`config.mk`:
```
export PLATFORM = sky130hd
export DESIGN_NAME = msa_track_rle_decoder
export DESIGN_NICKNAME = d
export VERILOG_FILES = /design/src/hdl/mtrd_pkg.sv /design/src/hdl/mtrd_core.sv /design/src/hdl/msa_track_rle_decoder.sv
export SDC_FILE = /design/constraint.sdc
export NUM_CORES = 1
export LEC_CHECK = 0
export BUFFER_PORTS_ARGS = -buffer_cell sky130_fd_sc_hd__buf_2
export CAP_MARGIN = 30
export CELL_PAD_IN_SITES_DETAIL_PLACEMENT = 2
export CELL_PAD_IN_SITES_GLOBAL_PLACEMENT = 2
export CORE_MARGIN = 8
export CORE_UTILIZATION = 41
export CTS_BUF_LIST = sky130_fd_sc_hd__clkbuf_8
export DETAILED_ROUTE_END_ITERATION = 12
export HOLD_SLACK_MARGIN = 0.08
export PLACE_DENSITY_LB_ADDON = 0.1
export SLEW_MARGIN = 10
export SYNTH_ARGS = -nofsm -noshare
export SYNTH_HDL_FRONTEND = slang
export SYNTH_SLANG_ARGS = --single-unit
```
`constraint.sdc`:
```
create_clock -name clock -period 13.67 [get_ports clock]
set_clock_uncertainty 0.05 [all_clocks]
set_input_delay 2.0505 -clock clock [delete_from_list [all_inputs] [get_ports clock]]
set_output_delay 2.0505 -clock clock [all_outputs]
set_load 0.05 [all_outputs]
```
`src/hdl/mtrd_pkg.sv`:
```
// ----------------------------------------------------------------------------
// mtrd_pkg
// Types and constants shared by the run-length track decoder.
// ----------------------------------------------------------------------------
package mtrd_pkg;

   localparam int unsigned BYTE_W  = 8;
   localparam int unsigned COUNT_W = 15;
   localparam int unsigned ERR_W   = 3;
   localparam int unsigned LEN_W   = 16;

   localparam logic [COUNT_W-1:0] TRACK_BYTES_RESET = 15'd4608;
   localparam logic [BYTE_W-1:0]  RUN_MARKER        = 8'hE5;
   localparam logic [LEN_W-1:0]   GROUP_BYTES       = 16'd4;

   localparam logic [ERR_W-1:0] ERR_OK        = 3'd0;
   localparam logic [ERR_W-1:0] ERR_BAD_LEN   = 3'd1;
   localparam logic [ERR_W-1:0] ERR_TRUNCATED = 3'd2;
   localparam logic [ERR_W-1:0] ERR_BAD_RUN   = 3'd3;
   localparam logic [ERR_W-1:0] ERR_MISMATCH  = 3'd4;

   typedef struct packed {
      logic [BYTE_W-1:0] stream_byte;
      logic              restart;
   } req_type;

   typedef struct packed {
      logic [BYTE_W-1:0]  run_value;
      logic [COUNT_W-1:0] run_count;
      logic               track_done;
      logic [ERR_W-1:0]   error_code;
   } rsp_type;

endpackage

```
`src/hdl/mtrd_core.sv`:
```
// ----------------------------------------------------------------------------
// mtrd_core
// Track parsing state and the single-pass decision for one stream byte.
// ----------------------------------------------------------------------------
module mtrd_core
   import mtrd_pkg::*;
(
   input  logic               clock,
   input  logic               reset,
   input  logic               step,
   input  req_type            req,
   input  logic [COUNT_W-1:0] track_bytes,
   output logic               produce,
   output rsp_type            result
);

   typedef enum logic [2:0] {
      PH_LEN_HI,
      PH_LEN_LO,
      PH_DATA,
      PH_FILL,
      PH_CNT_HI,
      PH_CNT_LO
   } phase_type;

   phase_type         phase_ff, phase_in;
   logic [LEN_W-1:0]  packed_left_ff, packed_left_in;
   logic [LEN_W-1:0]  bytes_made_ff, bytes_made_in;
   logic              raw_track_ff, raw_track_in;
   logic [BYTE_W-1:0] held_fill_ff, held_fill_in;
   logic [BYTE_W-1:0] held_high_ff, held_high_in;
   logic              halted_ff, halted_in;

   always_comb begin
      phase_type          cur_phase;
      logic [LEN_W-1:0]   word;
      logic [LEN_W:0]     sum;
      logic [LEN_W-1:0]   track_ext;
      logic               emit;
      logic [BYTE_W-1:0]  emit_value;
      logic [COUNT_W-1:0] emit_count;
      logic               fail;
      logic [ERR_W-1:0]   fail_code;

      phase_in       = phase_ff;
      packed_left_in = packed_left_ff;
      bytes_made_in  = bytes_made_ff;
      raw_track_in   = raw_track_ff;
      held_fill_in   = held_fill_ff;
      held_high_in   = held_high_ff;
      halted_in      = halted_ff;
      cur_phase      = phase_ff;
      word           = {held_high_ff, req.stream_byte};
      track_ext      = {1'b0, track_bytes};
      sum            = '0;
      emit           = 1'b0;
      emit_value     = '0;
      emit_count     = '0;
      fail           = 1'b0;
      fail_code      = ERR_OK;
      produce        = 1'b0;
      result         = '0;

      if (req.restart) begin
         halted_in = 1'b0;
         cur_phase = PH_LEN_HI;
      end

      if (!halted_in) begin
         case (cur_phase)
            PH_LEN_LO: begin
               packed_left_in = word;
               bytes_made_in  = '0;
               if (word == '0 || word > track_ext) begin
                  fail      = 1'b1;
                  fail_code = ERR_BAD_LEN;
               end else begin
                  raw_track_in = (word == track_ext);
                  phase_in     = PH_DATA;
               end
            end
            PH_DATA: begin
               if (raw_track_ff || req.stream_byte != RUN_MARKER) begin
                  sum            = {1'b0, bytes_made_ff} + {{LEN_W{1'b0}}, 1'b1};
                  packed_left_in = packed_left_ff - {{(LEN_W-1){1'b0}}, 1'b1};
                  bytes_made_in  = sum[LEN_W] ? {LEN_W{1'b1}} : sum[LEN_W-1:0];
                  emit           = 1'b1;
                  emit_value     = req.stream_byte;
                  emit_count     = {{(COUNT_W-1){1'b0}}, 1'b1};
                  phase_in       = PH_DATA;
               end else if (packed_left_ff < GROUP_BYTES) begin
                  fail      = 1'b1;
                  fail_code = ERR_TRUNCATED;
               end else begin
                  packed_left_in = packed_left_ff - GROUP_BYTES;
                  phase_in       = PH_FILL;
               end
            end
            PH_FILL: begin
               held_fill_in = req.stream_byte;
               phase_in     = PH_CNT_HI;
            end
            PH_CNT_HI: begin
               held_high_in = req.stream_byte;
               phase_in     = PH_CNT_LO;
            end
            PH_CNT_LO: begin
               sum = {1'b0, bytes_made_ff} + {1'b0, word};
               if (word == '0 || sum > {1'b0, track_ext}) begin
                  fail      = 1'b1;
                  fail_code = ERR_BAD_RUN;
               end else begin
                  bytes_made_in = sum[LEN_W] ? {LEN_W{1'b1}} : sum[LEN_W-1:0];
                  phase_in      = PH_DATA;
                  emit          = 1'b1;
                  emit_value    = held_fill_ff;
                  emit_count    = word[COUNT_W-1:0];
               end
            end
            default: begin
               held_high_in = req.stream_byte;
               phase_in     = PH_LEN_LO;
            end
         endcase

         if (emit) begin
            produce           = 1'b1;
            result.run_value  = emit_value;
            result.run_count  = emit_count;
            result.error_code = ERR_OK;
            if (packed_left_in == '0) begin
               phase_in = PH_LEN_HI;
               if (bytes_made_in != track_ext) begin
                  fail      = 1'b1;
                  fail_code = ERR_MISMATCH;
               end else begin
                  result.track_done = 1'b1;
               end
            end
         end

         if (fail) begin
            produce           = 1'b1;
            result            = '0;
            result.error_code = fail_code;
            halted_in         = 1'b1;
            phase_in          = PH_LEN_HI;
         end
      end
   end

   always_ff @(posedge clock) begin
      if (reset) begin
         phase_ff       <= PH_LEN_HI;
         packed_left_ff <= '0;
         bytes_made_ff  <= '0;
         raw_track_ff   <= 1'b0;
         held_fill_ff   <= '0;
         held_high_ff   <= '0;
         halted_ff      <= 1'b0;
      end else if (step) begin
         phase_ff       <= phase_in;
         packed_left_ff <= packed_left_in;
         bytes_made_ff  <= bytes_made_in;
         raw_track_ff   <= raw_track_in;
         held_fill_ff   <= held_fill_in;
         held_high_ff   <= held_high_in;
         halted_ff      <= halted_in;
      end
   end

   a_halted_silent: assert property (@(posedge clock) disable iff (reset)
      (halted_ff && !req.restart) |-> !produce)
      else $error("halted decoder produced a result");

   a_error_halts: assert property (@(posedge clock) disable iff (reset)
      (step && produce && result.error_code != ERR_OK) |=> (halted_ff && phase_ff == PH_LEN_HI))
      else $error("error result did not halt the decoder");

   a_error_zero_run: assert property (@(posedge clock) disable iff (reset)
      (produce && result.error_code != ERR_OK) |->
         (result.run_count == '0 && !result.track_done))
      else $error("error result carries a run");

   a_ok_run_nonzero: assert property (@(posedge clock) disable iff (reset)
      (produce && result.error_code == ERR_OK) |-> (result.run_count != '0))
      else $error("good result with empty run");

   a_group_not_raw: assert property (@(posedge clock) disable iff (reset)
      (phase_ff == PH_FILL || phase_ff == PH_CNT_HI || phase_ff == PH_CNT_LO) |->
         !raw_track_ff)
      else $error("run group open on a raw track");

endmodule

```
`src/hdl/msa_track_rle_decoder.sv`:
```
// ----------------------------------------------------------------------------
// msa_track_rle_decoder
// Decodes track streams of a disk archive into run descriptors.
// ----------------------------------------------------------------------------
// The req channel takes one stream byte per word, with a restart flag that
// marks the first byte of a track header. The rsp channel delivers run
// descriptors (value, count, last-run flag, error code); length bytes and
// group bytes produce no word. Both channels use valid and stall.
// The csr channel writes the expanded track size and is always ready.
// An accepted byte sits in the input register and is decoded in a single
// pass into the result register, where its result becomes valid. One byte
// per cycle is sustained while the receiver does not stall.
// When the receiver stalls, the result holds in its register and the byte in
// the input register waits; req_stall rises only while both are occupied and
// rsp_stall is high.
// Synchronous reset empties both registers, sets the track size to 4608 and
// puts the decoder at the start of a track header.
// ----------------------------------------------------------------------------
module msa_track_rle_decoder
   import mtrd_pkg::*;
(
   input  logic               clock,
   input  logic               reset,
   input  logic               req_valid,
   output logic               req_stall,
   input  req_type            req_data,
   output logic               rsp_valid,
   input  logic               rsp_stall,
   output rsp_type            rsp_data,
   input  logic               csr_valid,
   output logic               csr_ready,
   input  logic [COUNT_W-1:0] csr_data
);

   logic               in_valid_ff;
   req_type            in_data_ff;
   logic               rsp_valid_ff, rsp_valid_in;
   rsp_type            rsp_data_ff;
   logic [COUNT_W-1:0] track_bytes_ff;
   logic               out_free;
   logic               step;
   logic               produce;
   rsp_type            result;

   assign out_free  = !rsp_valid_ff || !rsp_stall;
   assign step      = in_valid_ff && out_free;
   assign req_stall = in_valid_ff && !out_free;
   assign csr_ready = 1'b1;
   assign rsp_valid = rsp_valid_ff;
   assign rsp_data  = rsp_data_ff;

   assign rsp_valid_in = step ? produce : (rsp_valid_ff && rsp_stall);

   mtrd_core u_core (
      .clock       (clock),
      .reset       (reset),
      .step        (step),
      .req         (in_data_ff),
      .track_bytes (track_bytes_ff),
      .produce     (produce),
      .result      (result)
   );

   always_ff @(posedge clock) begin
      if (reset) begin
         in_valid_ff    <= 1'b0;
         rsp_valid_ff   <= 1'b0;
         track_bytes_ff <= TRACK_BYTES_RESET;
      end else begin
         if (!req_stall) begin
            in_valid_ff <= req_valid;
         end
         rsp_valid_ff <= rsp_valid_in;
         if (csr_valid && csr_ready) begin
            track_bytes_ff <= csr_data;
         end
      end
   end

   always_ff @(posedge clock) begin
      if (req_valid && !req_stall) begin
         in_data_ff <= req_data;
      end
      if (step && produce) begin
         rsp_data_ff <= result;
      end
   end

endmodule
```
======== Word level (Yosys, flattened, before mapping) ========
Cells that the tools add are included.
word-level totals
  output and inout port bits .............. 30
  register bits after elaboration ......... 106
  input port bits ......................... 29
  logic and storage cells ................. 113
cells by class
  bitwise operators ....................... 5
  reductions and logical operators ........ 22
  multiplexer cells ....................... 55
  order comparisons ....................... 3
  equality and inequality tests ........... 8
  add/subtract/negate cells ............... 4
operators with widths
  kind                                                 count
  two-way mux 16 bit                                   8
  one-hot mux 16 bit (3 select lines)                  1
  two-way mux 3 bit                                    13
  logical NOT 16 bit                                   2
  one-hot mux 16 bit (2 select lines)                  1
  one-hot mux 15 bit (2 select lines)                  1
  two-way mux 1 bit                                    21
  adder 16 x 1 -> 17 bit, second input constant        1
  adder 16 x 16 -> 17 bit                              1
  greater-than comparator 17 x 15 -> 1 bit             1
  == test 16 x 15 -> 1 bit                             1
  greater-than comparator 16 x 15 -> 1 bit             1
  < comparator 16 x 3 -> 1 bit, second input constant  1
  two-way mux 8 bit                                    2
  != test 16 x 15 -> 1 bit                             1
  one-hot mux 8 bit (2 select lines)                   1
  subtractor 16 x 1 -> 16 bit, second input constant   1
  subtractor 16 x 3 -> 16 bit, second input constant   1
  two-way mux 15 bit                                   1
  one-hot mux 3 bit (5 select lines)                   1
  one-hot mux 3 bit (3 select lines)                   1
  != test 8 bit, second input constant                 1
  OR reduction 4 bit                                   2
  == test 3 x 2 -> 1 bit, second input constant        2
  other kinds (13)                                     30

======== Depth between registers and ports, before layout ========
Gate-level depths: netlist of the first run.
  word-level depth ........................ 14
  depth in mapped cells ................... 22
  mapped depth without buffers ............ 20

======== Modules after synthesis ========
From an unflattened synthesis of the first run, not the netlist that was laid out.
second synthesis, totals
  cell total of the unflattened synthesis .. 925
  area, all modules ....................... 7,744.9 µm²
modules (own cells, without submodules)
  module                 area an instance (µm²)  cells each  seq. area each (µm²)  times used
  mtrd_core              6,017.0                 826         1,061.0               1
  msa_track_rle_decoder  1,727.9                 99          1,421.4               1

======== Least setup slack after synthesis of the first run ========
Ideal clock, no wire load.
  kind .................................... register to register
  from .................................... register in_data_ff[2] (netlist name)
  to ...................................... register rsp_data_ff (netlist bit rsp_data[10]), data pin
  stages on the path, launching flop included .. 22
  library setup time ...................... 153 ps
  path slack .............................. 7,764 ps
  data arrival time ....................... 5,703 ps
  clock period less this slack ............ 5,906 ps
  path buffers ............................ 2
  cell sequence ........................... edfxtp_1 > ha_1 > a211o_1 > a221oi_1 > a211oi_1 > mux2i_1 > and3_1 > ha_1 > and3_1 > and4_1 > and3_1 > a211oi_1 > a211o_1 > clkbuf_1 > o21ai_0 > or3_1 > a22o_1 > or4b_4 > o21ai_4 > nand3_4 > buf_6 > nor3_2
between the ends
  word-level cells in the longest chain between the ends .. 12
  elaborated cells between the ends (all ways) .. 34
  classes of those cells .................. 1 x add/sub; 2 x order compare; 2 x eq/ne; 22 x mux; 1 x bitwise; 6 x reduce/logical
ends and longest elaborated chain
  element                                   RTL line                     text
  start, declared                           msa_track_rle_decoder.sv:36  req_type in_data_ff;
  start signal, assigned                    msa_track_rle_decoder.sv:82  in_data_ff <= req_data;
  adder 16 x 16 -> 17 bit                   mtrd_core.sv:108             sum = {1'b0, bytes_made_ff} + {1'b0, word};
  greater-than comparator 17 x 15 -> 1 bit  mtrd_core.sv:109             if (word == '0 || sum > {1'b0, track_ext}) begin
  logical OR 1 bit                          mtrd_core.sv:109
  two-way mux 16 bit                        mtrd_core.sv:109
  one-hot mux 16 bit (3 select lines)       mtrd_core.sv:70              case (cur_phase)
  two-way mux 16 bit                        mtrd_core.sv:69              if (!halted_in) begin
  != test 16 x 15 -> 1 bit                  mtrd_core.sv:133             if (bytes_made_in != track_ext) begin
  two-way mux 1 bit                         mtrd_core.sv:133
  two-way mux 1 bit                         mtrd_core.sv:131             if (packed_left_in == '0) begin
  two-way mux 1 bit                         mtrd_core.sv:126             if (emit) begin
  two-way mux 1 bit                         mtrd_core.sv:69
  OR reduction 3 bit (no line)              --
  end signal, assigned                      msa_track_rle_decoder.sv:85  rsp_data_ff <= result;
  end, declared                             msa_track_rle_decoder.sv:38  rsp_type rsp_data_ff;
Parallel ways exist; a longest one is shown, timed or not. The select of a mux whose other input is x is not followed.
A chain may end at the register's enable or synchronous reset.

======== Worst setup path after layout of the first run ========
  from .................................... register in_data_ff[1] (netlist name)
  to ...................................... register rsp_data_ff (netlist bit rsp_data[4]), data pin
Same word-level chain as after synthesis.

==> flow_summary.html, run 1 <==
<table>
<tr><th>Metric</th><th>Value</th></tr>
<tr><th colspan="2">Run status</th></tr>
<tr><td>Run status</td><td>finished clean</td></tr>
<tr><th colspan="2">Pwr</th></tr>
<tr><td>Switching Fraction</td><td>0.344</td></tr>
<tr><td>Static Leak</td><td>3.21 nW</td></tr>
<tr><td>Peak supply drop</td><td>56.0 uV</td></tr>
<tr><td>Proportion of power drawn by flip-flops and latches</td><td>0.513</td></tr>
<tr><td>Net Sw Power</td><td>235 uW</td></tr>
<tr><td>Power share of the combinational group</td><td>0.174</td></tr>
<tr><td>Clock group share of total power</td><td>0.313</td></tr>
<tr><td>Internal power component</td><td>449 uW</td></tr>
<tr><td>Total power divided by cell area</td><td>84.2 mW/mm2</td></tr>
<tr><th colspan="2">Floorplanning</th></tr>
<tr><td>Die W</td><td>151 um</td></tr>
<tr><td>Die outline area</td><td>0.0227 mm2</td></tr>
<tr><td>I/O Pins</td><td>59</td></tr>
<tr><td>Core outline area</td><td>0.0179 mm2</td></tr>
<tr><td>Die height</td><td>151 um</td></tr>
<tr><td>Standard-cell row count</td><td>49</td></tr>
<tr><td>Initial Utilization</td><td>0.415</td></tr>
<tr><th colspan="2">Yosys</th></tr>
<tr><td>Post-synthesis compound-gate area fraction</td><td>0.248</td></tr>
<tr><td>Mean instance size in the synthesized netlist</td><td>8.31 um2</td></tr>
<tr><td>Library cell with the highest instance count after synthesis</td><td>sky130_fd_sc_hd__nor2_1</td></tr>
<tr><td>Count of different cell masters after synthesis</td><td>77</td></tr>
<tr><td>Arithmetic-cell share of the synthesized area counting full adders, half adders and majority gates</td><td>0.0852</td></tr>
<tr><td>Share of Yosys cell area claimed by the top area cell type</td><td>0.189</td></tr>
<tr><td>Synthesized Nets</td><td>974</td></tr>
<tr><td>Netlist Area Pre-Place</td><td>0.00743 mm2</td></tr>
<tr><td>Ranking of synthesized cells by instance count</td><td>121 x sky130_fd_sc_hd__nor2_1, 70 x sky130_fd_sc_hd__dfxtp_1, 64 x sky130_fd_sc_hd__a21oi_1</td></tr>
<tr><td>Xor-xnor portion of the synthesized cell area</td><td>0.0247</td></tr>
<tr><td>FF+latch count, synth</td><td>106</td></tr>
<tr><td>Number of flops mapped to enable cells by yosys</td><td>36</td></tr>
<tr><td>Leading area contributor after synthesis</td><td>sky130_fd_sc_hd__dfxtp_1</td></tr>
<tr><td>Number of standard cells after synthesis</td><td>895</td></tr>
<tr><td>Portion of netlist area occupied by mux cells</td><td>0.0271</td></tr>
<tr><td>Area contributors post-synth</td><td>sky130_fd_sc_hd__dfxtp_1 19%, sky130_fd_sc_hd__edfxtp_1 15%, sky130_fd_sc_hd__ha_1 8.2%</td></tr>
<tr><td>Number of synthesis warnings</td><td>0</td></tr>
<tr><td>Simple logic cell fraction of the synthesized area</td><td>0.228</td></tr>
<tr><td>Share of the yosys chip area belonging to registers</td><td>0.334</td></tr>
<tr><td>Synth async-reset ratio</td><td>0</td></tr>
<tr><td>Dominant combinational cell family by area after synthesis</td><td>compound AO/OA/AOI/OAI gates</td></tr>
<tr><td>Flip-flop cell with the highest count after synthesis</td><td>sky130_fd_sc_hd__dfxtp_1</td></tr>
<tr><th colspan="2">Drt</th></tr>
<tr><td>Routed vias</td><td>7558</td></tr>
<tr><td>Routed length per instance</td><td>27.2 um</td></tr>
<tr><td>Number of antenna-violating nets in the routed design</td><td>0</td></tr>
<tr><td>Count of routing violations after the opening detailed-route iteration</td><td>465</td></tr>
<tr><td>Sum of routed wire length over all layers</td><td>31.5 mm</td></tr>
<tr><td>Number of design rule violations left after detail routing</td><td>0</td></tr>
<tr><td>Drt pass-1 iters</td><td>5</td></tr>
<tr><td>Avg Vias per Cell</td><td>6.53</td></tr>
<tr><th colspan="2">Setup path</th></tr>
<tr><td>Worst flop-to-flop path endpoint</td><td>rsp_data[4]$_SDFFCE_PP0P_</td></tr>
<tr><td>Critical Path Source Type</td><td>flip-flop</td></tr>
<tr><td>Setup CP Type</td><td>reg -&gt; reg</td></tr>
<tr><td>Depth of the most critical reg-to-reg path</td><td>20</td></tr>
<tr><td>Crit. End Element</td><td>flip-flop</td></tr>
<tr><td>Worst setup path startpoint</td><td>in_data_ff[1]$_DFFE_PP_</td></tr>
<tr><td>Max FO, Critical Path</td><td>23</td></tr>
<tr><td>Worst endpoint required time</td><td>13860 ps</td></tr>
<tr><td>R2r setup slk</td><td>5880 ps</td></tr>
<tr><td>WP data arrival</td><td>7980 ps</td></tr>
<tr><td>R2r startpoint</td><td>in_data_ff[1]$_DFFE_PP_</td></tr>
<tr><th colspan="2">Cells and area</th></tr>
<tr><td>Final Cell Area</td><td>0.00813 mm2</td></tr>
<tr><td>Number of nets at the end of the flow</td><td>1003</td></tr>
<tr><td>Layout area overhead</td><td>9.43%</td></tr>
<tr><td>Share of final-layout standard cells stronger than drive strength 1</td><td>0.126</td></tr>
<tr><td>Antenna diode count</td><td>0</td></tr>
<tr><th colspan="2">Clock tree</th></tr>
<tr><td>CTS Buf Count</td><td>9</td></tr>
<tr><td>Cell at the root of the clock tree</td><td>sky130_fd_sc_hd__clkbuf_8</td></tr>
<tr><td>H-tree levels</td><td>3</td></tr>
<tr><td>Clock slew at reported path FFs</td><td>120 ps</td></tr>
<tr><td>Number of buffers between clock root and the deepest sink</td><td>2</td></tr>
<tr><td>Clock tree sinks</td><td>106</td></tr>
<tr><td>Clock Latency Late Sink</td><td>410 ps</td></tr>
<tr><td>CTS tree</td><td>built</td></tr>
<tr><td>Number of buffers inserted for hold repair after clock tree synthesis</td><td>0</td></tr>
<tr><td>Setup bufs post-CTS</td><td>0</td></tr>
<tr><td>Post-cts gate resize count</td><td>0</td></tr>
<tr><th colspan="2">STA</th></tr>
<tr><td>Transition time of the tightest slew-check pin</td><td>1020 ps</td></tr>
<tr><td>Number of failing setup endpoints in the final timing report</td><td>0</td></tr>
<tr><td>Final Hold Viols</td><td>0</td></tr>
<tr><td>Number of slew-limit violations in the final report</td><td>0</td></tr>
<tr><td>Total negative slack for setup checks</td><td>0 ps</td></tr>
<tr><td>Fmax</td><td>128 MHz</td></tr>
<tr><td>Worst relative slew slack</td><td>0.322</td></tr>
<tr><td>RSZ-0062 raised after global routing</td><td>false</td></tr>
<tr><td>Fraction of the cycle the final worst path needs</td><td>0.570</td></tr>
<tr><td>Final period demand of the worst path</td><td>7790 ps</td></tr>
<tr><th colspan="2">Global routing</th></tr>
<tr><td>Gr ovfl total</td><td>0</td></tr>
<tr><td>Vias in the first global route</td><td>8078</td></tr>
<tr><td>Overall global routing resource usage</td><td>0.279</td></tr>
<tr><td>Number of antenna violations at the first check in global routing</td><td>1</td></tr>
<tr><td>Pin count of the biggest net entering global routing</td><td>67</td></tr>
<tr><td>Global-route wire length before repair</td><td>48.0 mm</td></tr>
<tr><th colspan="2">Placed design</th></tr>
<tr><td>Instance area after placement</td><td>0.00792 mm2</td></tr>
<tr><td>DPL Wire Length</td><td>24.1 mm</td></tr>
<tr><td>Port buffer count</td><td>57</td></tr>
<tr><td>RePlAce Congestion</td><td>0.934</td></tr>
<tr><th colspan="2">Worst hold path</th></tr>
<tr><td>Hold WC Path Type</td><td>reg -&gt; reg</td></tr>
<tr><td>Sink of the worst hold path</td><td>u_core.halted_ff$_SDFFE_PP0P_</td></tr>
<tr><td>Launch point of the worst hold path</td><td>u_core.halted_ff$_SDFFE_PP0P_</td></tr>
<tr><td>Min-Delay Path Depth</td><td>2</td></tr>
<tr><th colspan="2">Job</th></tr>
<tr><td>Maximum Capacitance Violations</td><td>0</td></tr>
</table>
==> power groups by stage <==
stage / combinational [mW] / sequential (mW) / clock [mW]
2_1_floorplan: 0.0780 / 0.351 / 0
3_3_place_gp: 0.110 / 0.357 / 0
3_5_place_dp: 0.117 / 0.358 / 0
4_1_cts: 0.118 / 0.351 / 0.219
5_1_grt: 0.129 / 0.353 / 0.229
6_report: 0.119 / 0.352 / 0.214
==> area by class of cell <==
| class | instances | area [um2] |
|---|---|---|
| clock inverter | 7 | 91.3 |
| sequential | 106 | 2480 |
| tap | 229 | 287 |
| clock buffer | 9 | 124 |
| timing repair buffer | 71 | 410 |
| inverter | 43 | 161 |
| multi-input combinational | 693 | 4580 |
| fill | 2039 | 9770 |
==> sequential cells by signal, indices dropped and copies added (netlist names) <==
name / count
u_core.phase_ff: 3
u_core.bytes_made_ff: 16
in_valid_ff: 1
u_core.halted_ff: 1
u_core.raw_track_ff: 1
rsp_valid: 1
track_bytes_ff: 15
u_core.held_high_ff: 8
rsp_data: 27
in_data_ff: 9
u_core.packed_left_ff: 16
u_core.held_fill_ff: 8
==> per-stage QoR <==
stage / hold slack, ps / std cells / setup slack [ps] / utilization / power [mW]
6_report: 419 / 1158 / 5880 / 0.454 / 0.685
4_1_cts: 422 / 1158 / 5910 / 0.454 / 0.687
2_1_floorplan: 377 / 895 / 7760 / - / 0.429
5_1_grt: 454 / 1158 / 5580 / 0.454 / 0.710
3_3_place_gp: 388 / 1140 / 6320 / 0.440 / 0.467
3_5_place_dp: 405 / 1142 / 6000 / 0.442 / 0.475
==> routing by layer <==
metal | part of all wire | track usage | vias to the layer above
met5 | 0 | 0 | -
met4 | 0.055 | 0.151 | 0
met3 | 0.049 | 0.0490 | 108
met2 | 0.49 | 0.483 | 255
met1 | 0.41 | 0.322 | 3809
li1 | - | - | 3386
==> layout by cell type (no fill, tap or decap), types with 9 or more instances in the layout <==
cell                         n
sky130_fd_sc_hd__ha_1       49
sky130_fd_sc_hd__o21ai_0    47
sky130_fd_sc_hd__nor3_2     13
sky130_fd_sc_hd__dfxtp_1    70
sky130_fd_sc_hd__o21a_1     11
sky130_fd_sc_hd__nand4_1    20
sky130_fd_sc_hd__nand2_1    48
sky130_fd_sc_hd__nor2_1    120
sky130_fd_sc_hd__inv_1      43
sky130_fd_sc_hd__mux2i_1    19
sky130_fd_sc_hd__or3_1      14
sky130_fd_sc_hd__a22oi_1    25
sky130_fd_sc_hd__a21o_1     20
sky130_fd_sc_hd__and3_1     18
sky130_fd_sc_hd__buf_4      13
sky130_fd_sc_hd__xnor2_1    13
sky130_fd_sc_hd__clkbuf_8    9
sky130_fd_sc_hd__a211oi_1   22
sky130_fd_sc_hd__edfxtp_1   36
sky130_fd_sc_hd__o211ai_1   10
sky130_fd_sc_hd__a21oi_1    64
sky130_fd_sc_hd__nand3_1    19
sky130_fd_sc_hd__buf_2      57
sky130_fd_sc_hd__nor3_1     25
==> cell families after synthesis <==
kind of cell,after synthesis
compound gates,271
xor+xnor,21
fa+ha+maj,50
buf+inv,96
flops,106
mux,20
other cells,1
simple gates,330
==> critical path: stages (launching register included) <==
cell,delay [ps]
sky130_fd_sc_hd__edfxtp_1,540
sky130_fd_sc_hd__ha_1,290
sky130_fd_sc_hd__fa_1,430
sky130_fd_sc_hd__a211oi_1,270
sky130_fd_sc_hd__o21bai_1,240
sky130_fd_sc_hd__o211ai_1,450
sky130_fd_sc_hd__o21ai_0,190
sky130_fd_sc_hd__xor2_1,320
sky130_fd_sc_hd__ha_1,310
sky130_fd_sc_hd__and3_1,180
sky130_fd_sc_hd__and4_1,240
sky130_fd_sc_hd__and3_1,190
sky130_fd_sc_hd__a211oi_1,800
sky130_fd_sc_hd__a211o_1,810
sky130_fd_sc_hd__o21ai_0,320
sky130_fd_sc_hd__o211ai_1,260
sky130_fd_sc_hd__o2111ai_1,190
sky130_fd_sc_hd__or4b_2,720
sky130_fd_sc_hd__o21ai_4,230
sky130_fd_sc_hd__nand3_4,310
sky130_fd_sc_hd__nor3_1,280
==> worst max path at each step <==
stage,to,cells after the start
after floorplan,rsp_data[10]$_SDFFCE_PP0P_,21
after global placement,rsp_data[4]$_SDFFCE_PP0P_,20
after detailed placement,rsp_data[4]$_SDFFCE_PP0P_,20
after CTS,rsp_data[4]$_SDFFCE_PP0P_,20
after global routing,rsp_data[6]$_SDFFCE_PP0P_,20
final,rsp_data[4]$_SDFFCE_PP0P_,20
Power figures use the tool's default switching activity.
==> run 2, diff against run 1 <==
--- a/config.mk
+++ b/config.mk
@@ -10,7 +10,7 @@
 export CELL_PAD_IN_SITES_DETAIL_PLACEMENT = 2
 export CELL_PAD_IN_SITES_GLOBAL_PLACEMENT = 2
 export CORE_MARGIN = 8
-export CORE_UTILIZATION = 41
+export CORE_UTILIZATION = 38
 export CTS_BUF_LIST = sky130_fd_sc_hd__clkbuf_8
 export DETAILED_ROUTE_END_ITERATION = 12
 export HOLD_SLACK_MARGIN = 0.08
==> constraint.sdc (replaced) <==
create_clock -name clock -period 7.76 [get_ports clock]
set_clock_uncertainty 0.05 [all_clocks]
set_input_delay 1.164 -clock clock [delete_from_list [all_inputs] [get_ports clock]]
set_output_delay 1.164 -clock clock [all_outputs]
set_load 0.05 [all_outputs]
==> run 2 against run 1 <==
Net effect: die area rose by 7.0%; sequential cell count did not move; sequential power rose by 75%; wire length fell by 0.95%; via count fell by 1.0%; maximum frequency rose by 9.6%; count of clock-buffer cells in the layout did not move; critical path depth did not move; non-clock buffer count rose by 4; clock power rose by 79%; final area rose by 0.89%; largest power group unchanged.
==> flow_summary.html, run 2 (synthesis results as in run 1) <==
<table>
<tr><th>Metric</th><th>Value</th></tr>
<tr><th colspan="2">Run status</th></tr>
<tr><td>Run status</td><td>finished clean (unchanged)</td></tr>
<tr><th colspan="2">Setup path</th></tr>
<tr><td>Critical Path Source Type</td><td>flip-flop (unchanged)</td></tr>
<tr><td>R2r setup slk</td><td>650 ps (was 5880 ps)</td></tr>
<tr><td>R2r startpoint</td><td>u_core.bytes_made_ff[0]$_SDFFE_PP0P_ (was in_data_ff[1]$_DFFE_PP_)</td></tr>
<tr><td>Worst flop-to-flop path endpoint</td><td>rsp_data[4]$_SDFFCE_PP0P_ (unchanged)</td></tr>
<tr><td>Worst endpoint required time</td><td>7960 ps (was 13860 ps)</td></tr>
<tr><td>WP data arrival</td><td>7310 ps (was 7980 ps)</td></tr>
<tr><td>Setup CP Type</td><td>reg -&gt; reg (unchanged)</td></tr>
<tr><td>Crit. End Element</td><td>flip-flop (unchanged)</td></tr>
<tr><td>Depth of the most critical reg-to-reg path</td><td>20 (unchanged)</td></tr>
<tr><td>Max FO, Critical Path</td><td>23 (unchanged)</td></tr>
<tr><th colspan="2">Floorplanning</th></tr>
<tr><td>Core outline area</td><td>0.0193 mm2 (was 0.0179 mm2)</td></tr>
<tr><td>Die W</td><td>156 um (was 151 um)</td></tr>
<tr><td>I/O Pins</td><td>59 (unchanged)</td></tr>
<tr><td>Standard-cell row count</td><td>51 (was 49)</td></tr>
<tr><td>Initial Utilization</td><td>0.384 (was 0.415)</td></tr>
<tr><td>Die outline area</td><td>0.0243 mm2 (was 0.0227 mm2)</td></tr>
<tr><td>Die height</td><td>156 um (was 151 um)</td></tr>
<tr><th colspan="2">STA</th></tr>
<tr><td>Transition time of the tightest slew-check pin</td><td>958 ps (was 1020 ps)</td></tr>
<tr><td>Fraction of the cycle the final worst path needs</td><td>0.916 (was 0.570)</td></tr>
<tr><td>Final period demand of the worst path</td><td>7110 ps (was 7790 ps)</td></tr>
<tr><td>Number of failing setup endpoints in the final timing report</td><td>0 (unchanged)</td></tr>
<tr><td>Total negative slack for setup checks</td><td>0 ps (unchanged)</td></tr>
<tr><td>Fmax</td><td>141 MHz (was 128 MHz)</td></tr>
<tr><td>RSZ-0062 raised after global routing</td><td>false (unchanged)</td></tr>
<tr><td>Worst relative slew slack</td><td>0.353 (was 0.322)</td></tr>
<tr><td>Number of slew-limit violations in the final report</td><td>0 (unchanged)</td></tr>
<tr><td>Final Hold Viols</td><td>0 (unchanged)</td></tr>
<tr><th colspan="2">Drt</th></tr>
<tr><td>Wire length on met2</td><td>15.4 mm (about the same)</td></tr>
<tr><td>Avg Vias per Cell</td><td>6.24 (was 6.53)</td></tr>
<tr><td>Highest metal layer with signal wires</td><td>met5 (was met4)</td></tr>
<tr><td>Routed vias</td><td>7480 (was 7558)</td></tr>
<tr><td>Count of routing violations after the opening detailed-route iteration</td><td>373 (was 465)</td></tr>
<tr><td>Sum of routed wire length over all layers</td><td>31.2 mm (was 31.5 mm)</td></tr>
<tr><td>Post-Route M1 WL</td><td>12.8 mm (about the same)</td></tr>
<tr><td>Met3 wire length</td><td>1.50 mm (was 1.54 mm)</td></tr>
<tr><td>Number of design rule violations left after detail routing</td><td>0 (unchanged)</td></tr>
<tr><td>Routed length per instance</td><td>26.0 um (was 27.2 um)</td></tr>
<tr><td>Drt pass-1 iters</td><td>5 (unchanged)</td></tr>
<tr><td>Number of antenna-violating nets in the routed design</td><td>0 (unchanged)</td></tr>
<tr><th colspan="2">Placed design</th></tr>
<tr><td>Port buffer count</td><td>57 (unchanged)</td></tr>
<tr><td>Instance area after placement</td><td>0.00799 mm2 (was 0.00792 mm2)</td></tr>
<tr><td>RePlAce Congestion</td><td>0.932 (was 0.934)</td></tr>
<tr><td>DPL Wire Length</td><td>23.9 mm (was 24.1 mm)</td></tr>
<tr><th colspan="2">Worst hold path</th></tr>
<tr><td>Sink of the worst hold path</td><td>u_core.halted_ff$_SDFFE_PP0P_ (unchanged)</td></tr>
<tr><td>Launch point of the worst hold path</td><td>u_core.halted_ff$_SDFFE_PP0P_ (unchanged)</td></tr>
<tr><td>Hold WC Path Type</td><td>reg -&gt; reg (unchanged)</td></tr>
<tr><td>Min-Delay Path Depth</td><td>2 (unchanged)</td></tr>
<tr><th colspan="2">Cells and area</th></tr>
<tr><td>Number of flip-flops under the largest register name</td><td>27 (unchanged)</td></tr>
<tr><td>Most frequent cells in the layout</td><td>120 x sky130_fd_sc_hd__nor2_1, 70 x sky130_fd_sc_hd__dfxtp_1, 64 x sky130_fd_sc_hd__a21oi_1 (unchanged)</td></tr>
<tr><td>Layout area overhead</td><td>10.4% (was 9.43%)</td></tr>
<tr><td>Most common cell after layout, fill and taps aside</td><td>sky130_fd_sc_hd__nor2_1 (unchanged)</td></tr>
<tr><td>Final Cell Area</td><td>0.00821 mm2 (was 0.00813 mm2)</td></tr>
<tr><td>Antenna diode count</td><td>0 (unchanged)</td></tr>
<tr><td>Fill cells</td><td>2230 (was 2039)</td></tr>
<tr><td>Share of final-layout standard cells stronger than drive strength 1</td><td>0.130 (was 0.126)</td></tr>
<tr><td>Number of nets at the end of the flow</td><td>1007 (was 1003)</td></tr>
<tr><th colspan="2">Clock tree</th></tr>
<tr><td>Post-cts gate resize count</td><td>0 (unchanged)</td></tr>
<tr><td>H-tree levels</td><td>3 (unchanged)</td></tr>
<tr><td>CTS Buf Count</td><td>9 (unchanged)</td></tr>
<tr><td>Clock tree sinks</td><td>106 (unchanged)</td></tr>
<tr><td>Setup bufs post-CTS</td><td>0 (unchanged)</td></tr>
<tr><td>CTS tree</td><td>built (unchanged)</td></tr>
<tr><td>Clock Latency Late Sink</td><td>420 ps (was 410 ps)</td></tr>
<tr><td>Clock slew at reported path FFs</td><td>130 ps (was 120 ps)</td></tr>
<tr><td>Number of buffers between clock root and the deepest sink</td><td>2 (unchanged)</td></tr>
<tr><td>Number of buffers inserted for hold repair after clock tree synthesis</td><td>0 (unchanged)</td></tr>
<tr><td>Cell at the root of the clock tree</td><td>sky130_fd_sc_hd__clkbuf_8 (unchanged)</td></tr>
<tr><th colspan="2">Pwr</th></tr>
<tr><td>Switching Fraction</td><td>0.344 (about the same)</td></tr>
<tr><td>Total power divided by cell area</td><td>147 mW/mm2 (was 84.2 mW/mm2)</td></tr>
<tr><td>Static Leak</td><td>3.23 nW (was 3.21 nW)</td></tr>
<tr><td>Power share of the combinational group</td><td>0.175 (was 0.174)</td></tr>
<tr><td>Proportion of power drawn by flip-flops and latches</td><td>0.508 (was 0.513)</td></tr>
<tr><td>Net Sw Power</td><td>417 uW (was 235 uW)</td></tr>
<tr><td>Clock group share of total power</td><td>0.317 (was 0.313)</td></tr>
<tr><td>Internal power component</td><td>794 uW (was 449 uW)</td></tr>
<tr><td>Peak supply drop</td><td>65.9 uV (was 56.0 uV)</td></tr>
<tr><th colspan="2">Global routing</th></tr>
<tr><td>Gr ovfl total</td><td>0 (unchanged)</td></tr>
<tr><td>Global-route wire length before repair</td><td>47.7 mm (was 48.0 mm)</td></tr>
<tr><td>Vias in the first global route</td><td>8040 (was 8078)</td></tr>
<tr><td>Number of antenna violations at the first check in global routing</td><td>1 (unchanged)</td></tr>
<tr><td>Overall global routing resource usage</td><td>0.258 (was 0.279)</td></tr>
<tr><td>Pin count of the biggest net entering global routing</td><td>67 (unchanged)</td></tr>
<tr><th colspan="2">Job</th></tr>
<tr><td>Maximum Capacitance Violations</td><td>0 (unchanged)</td></tr>
</table>
[run 2: worst max-delay path by stage]
stage                                              start                    endpoint
floorplan                        in_data_ff[2]$_DFFE_PP_  rsp_data[10]$_SDFFCE_PP0P_
CTS                              in_data_ff[1]$_DFFE_PP_   rsp_data[4]$_SDFFCE_PP0P_
global route        u_core.bytes_made_ff[0]$_SDFFE_PP0P_   rsp_data[5]$_SDFFCE_PP0P_
global placement                 in_data_ff[1]$_DFFE_PP_   rsp_data[4]$_SDFFCE_PP0P_
detailed placement               in_data_ff[1]$_DFFE_PP_   rsp_data[4]$_SDFFCE_PP0P_
finish              u_core.bytes_made_ff[0]$_SDFFE_PP0P_   rsp_data[4]$_SDFFCE_PP0P_
[run 2: final cells by class]
class	count	area, um2	share of cell area
flip-flops and latches	106	2480	0.302
well taps	265	332	0.0404
multi-input cells	693	4580	0.558
clock buffers	9	124	0.0151
inverters	43	161	0.0197
clock inverters	7	88.8	0.0108
repair buffers	75	440	0.0537
[run 2: metal layers]
metal,vias up,track usage
li1,3387,-
met1,3807,0.299
met2,205,0.450
met3,79,0.0460
met4,2,0.126
met5,-,0
[run 2: power groups by stage]
stage | clock (mW) | sequential [mW] | combinational [mW]
6_report | 0.384 | 0.615 | 0.212
5_1_grt | 0.412 | 0.617 | 0.231
4_1_cts | 0.394 | 0.615 | 0.211
3_5_place_dp | 0 | 0.627 | 0.209
3_3_place_gp | 0 | 0.626 | 0.198
2_1_floorplan | 0 | 0.617 | 0.137
[run 2: metrics by stage]
stage               cells   util  hold slack, ps  worst slack [ps]  total power [mW]
floorplan             895      -             377              1850             0.755
global placement     1179  0.411             389               874             0.824
detailed placement   1181  0.413             398               729             0.836
CTS                  1197  0.424             413               685              1.22
global route         1198  0.424             436               367              1.26
finish               1198  0.424             413               654              1.21
[run 2: worst max-delay path: stages (launching register included)]
cell	delay (ps)
sky130_fd_sc_hd__dfxtp_1	590
sky130_fd_sc_hd__ha_1	280
sky130_fd_sc_hd__fa_1	250
sky130_fd_sc_hd__a211oi_1	90
sky130_fd_sc_hd__o21bai_1	420
sky130_fd_sc_hd__o21a_1	280
sky130_fd_sc_hd__a31oi_1	120
sky130_fd_sc_hd__xnor2_1	450
sky130_fd_sc_hd__ha_1	350
sky130_fd_sc_hd__a21o_1	180
sky130_fd_sc_hd__a221o_1	340
sky130_fd_sc_hd__a211oi_1	300
sky130_fd_sc_hd__a211oi_1	190
sky130_fd_sc_hd__a211oi_1	860
sky130_fd_sc_hd__a31oi_1	190
sky130_fd_sc_hd__o211ai_1	200
sky130_fd_sc_hd__o2111ai_1	250
sky130_fd_sc_hd__or4b_2	720
sky130_fd_sc_hd__o21ai_4	240
sky130_fd_sc_hd__nand3_4	320
sky130_fd_sc_hd__nor3_1	270
==> run 3, diff against run 2 <==
--- a/config.mk
+++ b/config.mk
@@ -7,10 +7,10 @@
 export LEC_CHECK = 0
 export BUFFER_PORTS_ARGS = -buffer_cell sky130_fd_sc_hd__buf_2
 export CAP_MARGIN = 30
-export CELL_PAD_IN_SITES_DETAIL_PLACEMENT = 2
-export CELL_PAD_IN_SITES_GLOBAL_PLACEMENT = 2
+export CELL_PAD_IN_SITES_DETAIL_PLACEMENT = 0
+export CELL_PAD_IN_SITES_GLOBAL_PLACEMENT = 1
 export CORE_MARGIN = 8
-export CORE_UTILIZATION = 38
+export CORE_UTILIZATION = 45
 export CTS_BUF_LIST = sky130_fd_sc_hd__clkbuf_8
 export DETAILED_ROUTE_END_ITERATION = 12
 export HOLD_SLACK_MARGIN = 0.08
==> run 3 against run 2 <==
Net effect: hold slack worse by 2.3 ps; sequential power hardly changed; register-to-register slack better by 260 ps; critical endpoint is now rsp_data[6]$_SDFFCE_PP0P_; largest power group unchanged.
==> flow_summary.html, run 3 (synthesis results as in run 1) <==
<table>
<tr><th>Metric</th><th>Value</th></tr>
<tr><th colspan="2">Floorplanning</th></tr>
<tr><td>Die W</td><td>145 um (was 156 um)</td></tr>
<tr><td>Die height</td><td>145 um (was 156 um)</td></tr>
<tr><td>Standard-cell row count</td><td>47 (was 51)</td></tr>
<tr><td>I/O Pins</td><td>59 (unchanged)</td></tr>
<tr><td>Die outline area</td><td>0.0209 mm2 (was 0.0243 mm2)</td></tr>
<tr><td>Core outline area</td><td>0.0163 mm2 (was 0.0193 mm2)</td></tr>
<tr><td>Initial Utilization</td><td>0.455 (was 0.384)</td></tr>
<tr><th colspan="2">Clock tree</th></tr>
<tr><td>H-tree levels</td><td>3 (unchanged)</td></tr>
<tr><td>Clock Latency Late Sink</td><td>400 ps (was 420 ps)</td></tr>
<tr><td>Clock tree sinks</td><td>106 (unchanged)</td></tr>
<tr><td>Setup bufs post-CTS</td><td>0 (unchanged)</td></tr>
<tr><td>CTS tree</td><td>built (unchanged)</td></tr>
<tr><td>CTS Buf Count</td><td>9 (unchanged)</td></tr>
<tr><td>Number of buffers inserted for hold repair after clock tree synthesis</td><td>0 (unchanged)</td></tr>
<tr><td>Clock slew at reported path FFs</td><td>100 ps (was 130 ps)</td></tr>
<tr><td>Cell at the root of the clock tree</td><td>sky130_fd_sc_hd__clkbuf_8 (unchanged)</td></tr>
<tr><td>Number of buffers between clock root and the deepest sink</td><td>2 (unchanged)</td></tr>
<tr><td>Post-cts gate resize count</td><td>0 (unchanged)</td></tr>
<tr><th colspan="2">STA</th></tr>
<tr><td>Final period demand of the worst path</td><td>6850 ps (was 7110 ps)</td></tr>
<tr><td>Total negative slack for setup checks</td><td>0 ps (unchanged)</td></tr>
<tr><td>Transition time of the tightest slew-check pin</td><td>1050 ps (was 958 ps)</td></tr>
<tr><td>Number of slew-limit violations in the final report</td><td>0 (unchanged)</td></tr>
<tr><td>Fraction of the cycle the final worst path needs</td><td>0.883 (was 0.916)</td></tr>
<tr><td>Fmax</td><td>146 MHz (was 141 MHz)</td></tr>
<tr><td>RSZ-0062 raised after global routing</td><td>false (unchanged)</td></tr>
<tr><td>Worst relative slew slack</td><td>0.290 (was 0.353)</td></tr>
<tr><td>Final Hold Viols</td><td>0 (unchanged)</td></tr>
<tr><td>Minimum hold slack</td><td>411 ps (was 413 ps)</td></tr>
<tr><td>Number of failing setup endpoints in the final timing report</td><td>0 (unchanged)</td></tr>
<tr><th colspan="2">Pwr</th></tr>
<tr><td>Peak supply drop</td><td>84.1 uV (was 65.9 uV)</td></tr>
<tr><td>Overall power consumption</td><td>1.16 mW (was 1.21 mW)</td></tr>
<tr><td>Static Leak</td><td>3.21 nW (was 3.23 nW)</td></tr>
<tr><td>Total power divided by cell area</td><td>143 mW/mm2 (was 147 mW/mm2)</td></tr>
<tr><th colspan="2">Global routing</th></tr>
<tr><td>Gr ovfl total</td><td>0 (unchanged)</td></tr>
<tr><td>Global-route wire length before repair</td><td>40.0 mm (was 47.7 mm)</td></tr>
<tr><td>Met2 Track Usage GR</td><td>0.420 (was 0.450)</td></tr>
<tr><td>Vias in the first global route</td><td>6790 (was 8040)</td></tr>
<tr><td>GR peak layer</td><td>met2 (unchanged)</td></tr>
<tr><td>Overall global routing resource usage</td><td>0.257 (was 0.258)</td></tr>
<tr><td>Pin count of the biggest net entering global routing</td><td>67 (unchanged)</td></tr>
<tr><td>Number of antenna violations at the first check in global routing</td><td>0 (was 1)</td></tr>
<tr><td>GR Layer Usage met3</td><td>0.0383 (was 0.0460)</td></tr>
<tr><td>Met1 track utilization from global routing</td><td>0.324 (was 0.299)</td></tr>
<tr><th colspan="2">Placed design</th></tr>
<tr><td>Placed instance count</td><td>1134 (was 1181)</td></tr>
<tr><td>Instance area after placement</td><td>0.00792 mm2 (was 0.00799 mm2)</td></tr>
<tr><td>RePlAce Congestion</td><td>0.922 (was 0.932)</td></tr>
<tr><td>DPL Wire Length</td><td>19.7 mm (was 23.9 mm)</td></tr>
<tr><td>Port buffer count</td><td>57 (unchanged)</td></tr>
<tr><th colspan="2">Setup path</th></tr>
<tr><td>Crit. End Element</td><td>flip-flop (unchanged)</td></tr>
<tr><td>Max FO, Critical Path</td><td>23 (unchanged)</td></tr>
<tr><td>Worst endpoint required time</td><td>7930 ps (was 7960 ps)</td></tr>
<tr><td>Critical Path Source Type</td><td>flip-flop (unchanged)</td></tr>
<tr><td>WP data arrival</td><td>7020 ps (was 7310 ps)</td></tr>
<tr><td>Setup CP Type</td><td>reg -&gt; reg (unchanged)</td></tr>
<tr><th colspan="2">Drt</th></tr>
<tr><td>Routed length per instance</td><td>22.8 um (was 26.0 um)</td></tr>
<tr><td>Avg Vias per Cell</td><td>6.28 (was 6.24)</td></tr>
<tr><td>Routed vias</td><td>7236 (was 7480)</td></tr>
<tr><td>Number of antenna-violating nets in the routed design</td><td>0 (unchanged)</td></tr>
<tr><td>Drt pass-1 iters</td><td>6 (was 5)</td></tr>
<tr><td>Sum of routed wire length over all layers</td><td>26.3 mm (was 31.2 mm)</td></tr>
<tr><td>Count of routing violations after the opening detailed-route iteration</td><td>562 (was 373)</td></tr>
<tr><td>Number of design rule violations left after detail routing</td><td>0 (unchanged)</td></tr>
<tr><th colspan="2">Cells and area</th></tr>
<tr><td>Final Cell Area</td><td>0.00811 mm2 (was 0.00821 mm2)</td></tr>
<tr><td>Most common cell after layout, fill and taps aside</td><td>sky130_fd_sc_hd__nor2_1 (unchanged)</td></tr>
<tr><td>Layout area overhead</td><td>9.12% (was 10.4%)</td></tr>
<tr><td>Share of final-layout standard cells stronger than drive strength 1</td><td>0.128 (was 0.130)</td></tr>
<tr><td>Most frequent cells in the layout</td><td>120 x sky130_fd_sc_hd__nor2_1, 70 x sky130_fd_sc_hd__dfxtp_1, 64 x sky130_fd_sc_hd__a21oi_1 (unchanged)</td></tr>
<tr><td>Number of flip-flops under the largest register name</td><td>27 (unchanged)</td></tr>
<tr><td>Antenna diode count</td><td>0 (unchanged)</td></tr>
<tr><td>Number of cells in the finished layout apart from fillers</td><td>1152 (was 1198)</td></tr>
<tr><td>Number of nets at the end of the flow</td><td>1006 (was 1007)</td></tr>
<tr><th colspan="2">Job</th></tr>
<tr><td>Maximum Capacitance Violations</td><td>0 (unchanged)</td></tr>
<tr><th colspan="2">Worst hold path</th></tr>
<tr><td>Hold WC Path Type</td><td>reg -&gt; reg (unchanged)</td></tr>
<tr><th colspan="2">Run status</th></tr>
<tr><td>Run status</td><td>finished clean (unchanged)</td></tr>
</table>
[run 3: cell count changes in the layout (fill, tap and decap cells not counted)]
cell / delta
sky130_fd_sc_hd__buf_4: -2
sky130_fd_sc_hd__clkinv_4: +1
sky130_fd_sc_hd__clkinv_8: -2
sky130_fd_sc_hd__clkinv_1: +1
sky130_fd_sc_hd__inv_12: -1
sky130_fd_sc_hd__buf_2: +1
sky130_fd_sc_hd__clkinvlp_4: +1
[run 3: per-layer routing]
layer	vias up	part of all wire
met4	0	0.048
met1	3425	0.42
li1	3404	-
met2	341	0.46
met3	66	0.071
met5	-	0
[run 3: path summary, 6_finish.rpt]
check                                start                            end  slack [ps]  depth (start not counted)
max                in_data_ff[3]$_DFFE_PP_      rsp_data[6]$_SDFFCE_PP0P_         910                         20
min          u_core.halted_ff$_SDFFE_PP0P_  u_core.halted_ff$_SDFFE_PP0P_         410                          2
max reg2reg        in_data_ff[3]$_DFFE_PP_      rsp_data[6]$_SDFFCE_PP0P_         910                         20
min reg2reg  u_core.halted_ff$_SDFFE_PP0P_  u_core.halted_ff$_SDFFE_PP0P_         410                          2
[run 3: power by group]
| part | switching (mW) | leakage, nW | internal [mW] |
|---|---|---|---|
| clock network | 0.220 | 0.0913 | 0.123 |
| logic | 0.128 | 2.27 | 0.0722 |
| registers | 0.0295 | 0.847 | 0.588 |
[run 3: cell type report]
cell class / count / area, um2
clock buffer: 9 / 124
clock inverter: 7 / 60.1
fill: 1645 / 8240
inverter: 43 / 161
multi-input combinational: 693 / 4580
sequential: 106 / 2480
tap: 220 / 275
timing repair buffer: 74 / 430
[run 3: through the flow]
step           worst slack [ps]  utilization
6_report                    911        0.496
5_1_grt                     477        0.496
4_1_cts                     712        0.495
3_5_place_dp                761        0.484
3_3_place_gp               1010        0.482
2_1_floorplan              1850            -
[run 3: critical path: stages (launching register included)]
cell                        delay [ps]
sky130_fd_sc_hd__edfxtp_1          610
sky130_fd_sc_hd__ha_1              450
sky130_fd_sc_hd__o211a_1           240
sky130_fd_sc_hd__a221oi_1          290
sky130_fd_sc_hd__buf_4             200
sky130_fd_sc_hd__o21ai_0           100
sky130_fd_sc_hd__xor2_1            370
sky130_fd_sc_hd__ha_1              330
sky130_fd_sc_hd__and4_1            200
sky130_fd_sc_hd__a2111oi_0         670
sky130_fd_sc_hd__a211oi_1          160
sky130_fd_sc_hd__buf_2             200
sky130_fd_sc_hd__a211o_1           390
sky130_fd_sc_hd__buf_4             260
sky130_fd_sc_hd__o21ai_0           350
sky130_fd_sc_hd__o21a_1            180
sky130_fd_sc_hd__o22ai_1            70
sky130_fd_sc_hd__or4b_2            740
sky130_fd_sc_hd__o21ai_4           230
sky130_fd_sc_hd__nand3_4           300
sky130_fd_sc_hd__nor3_1            260
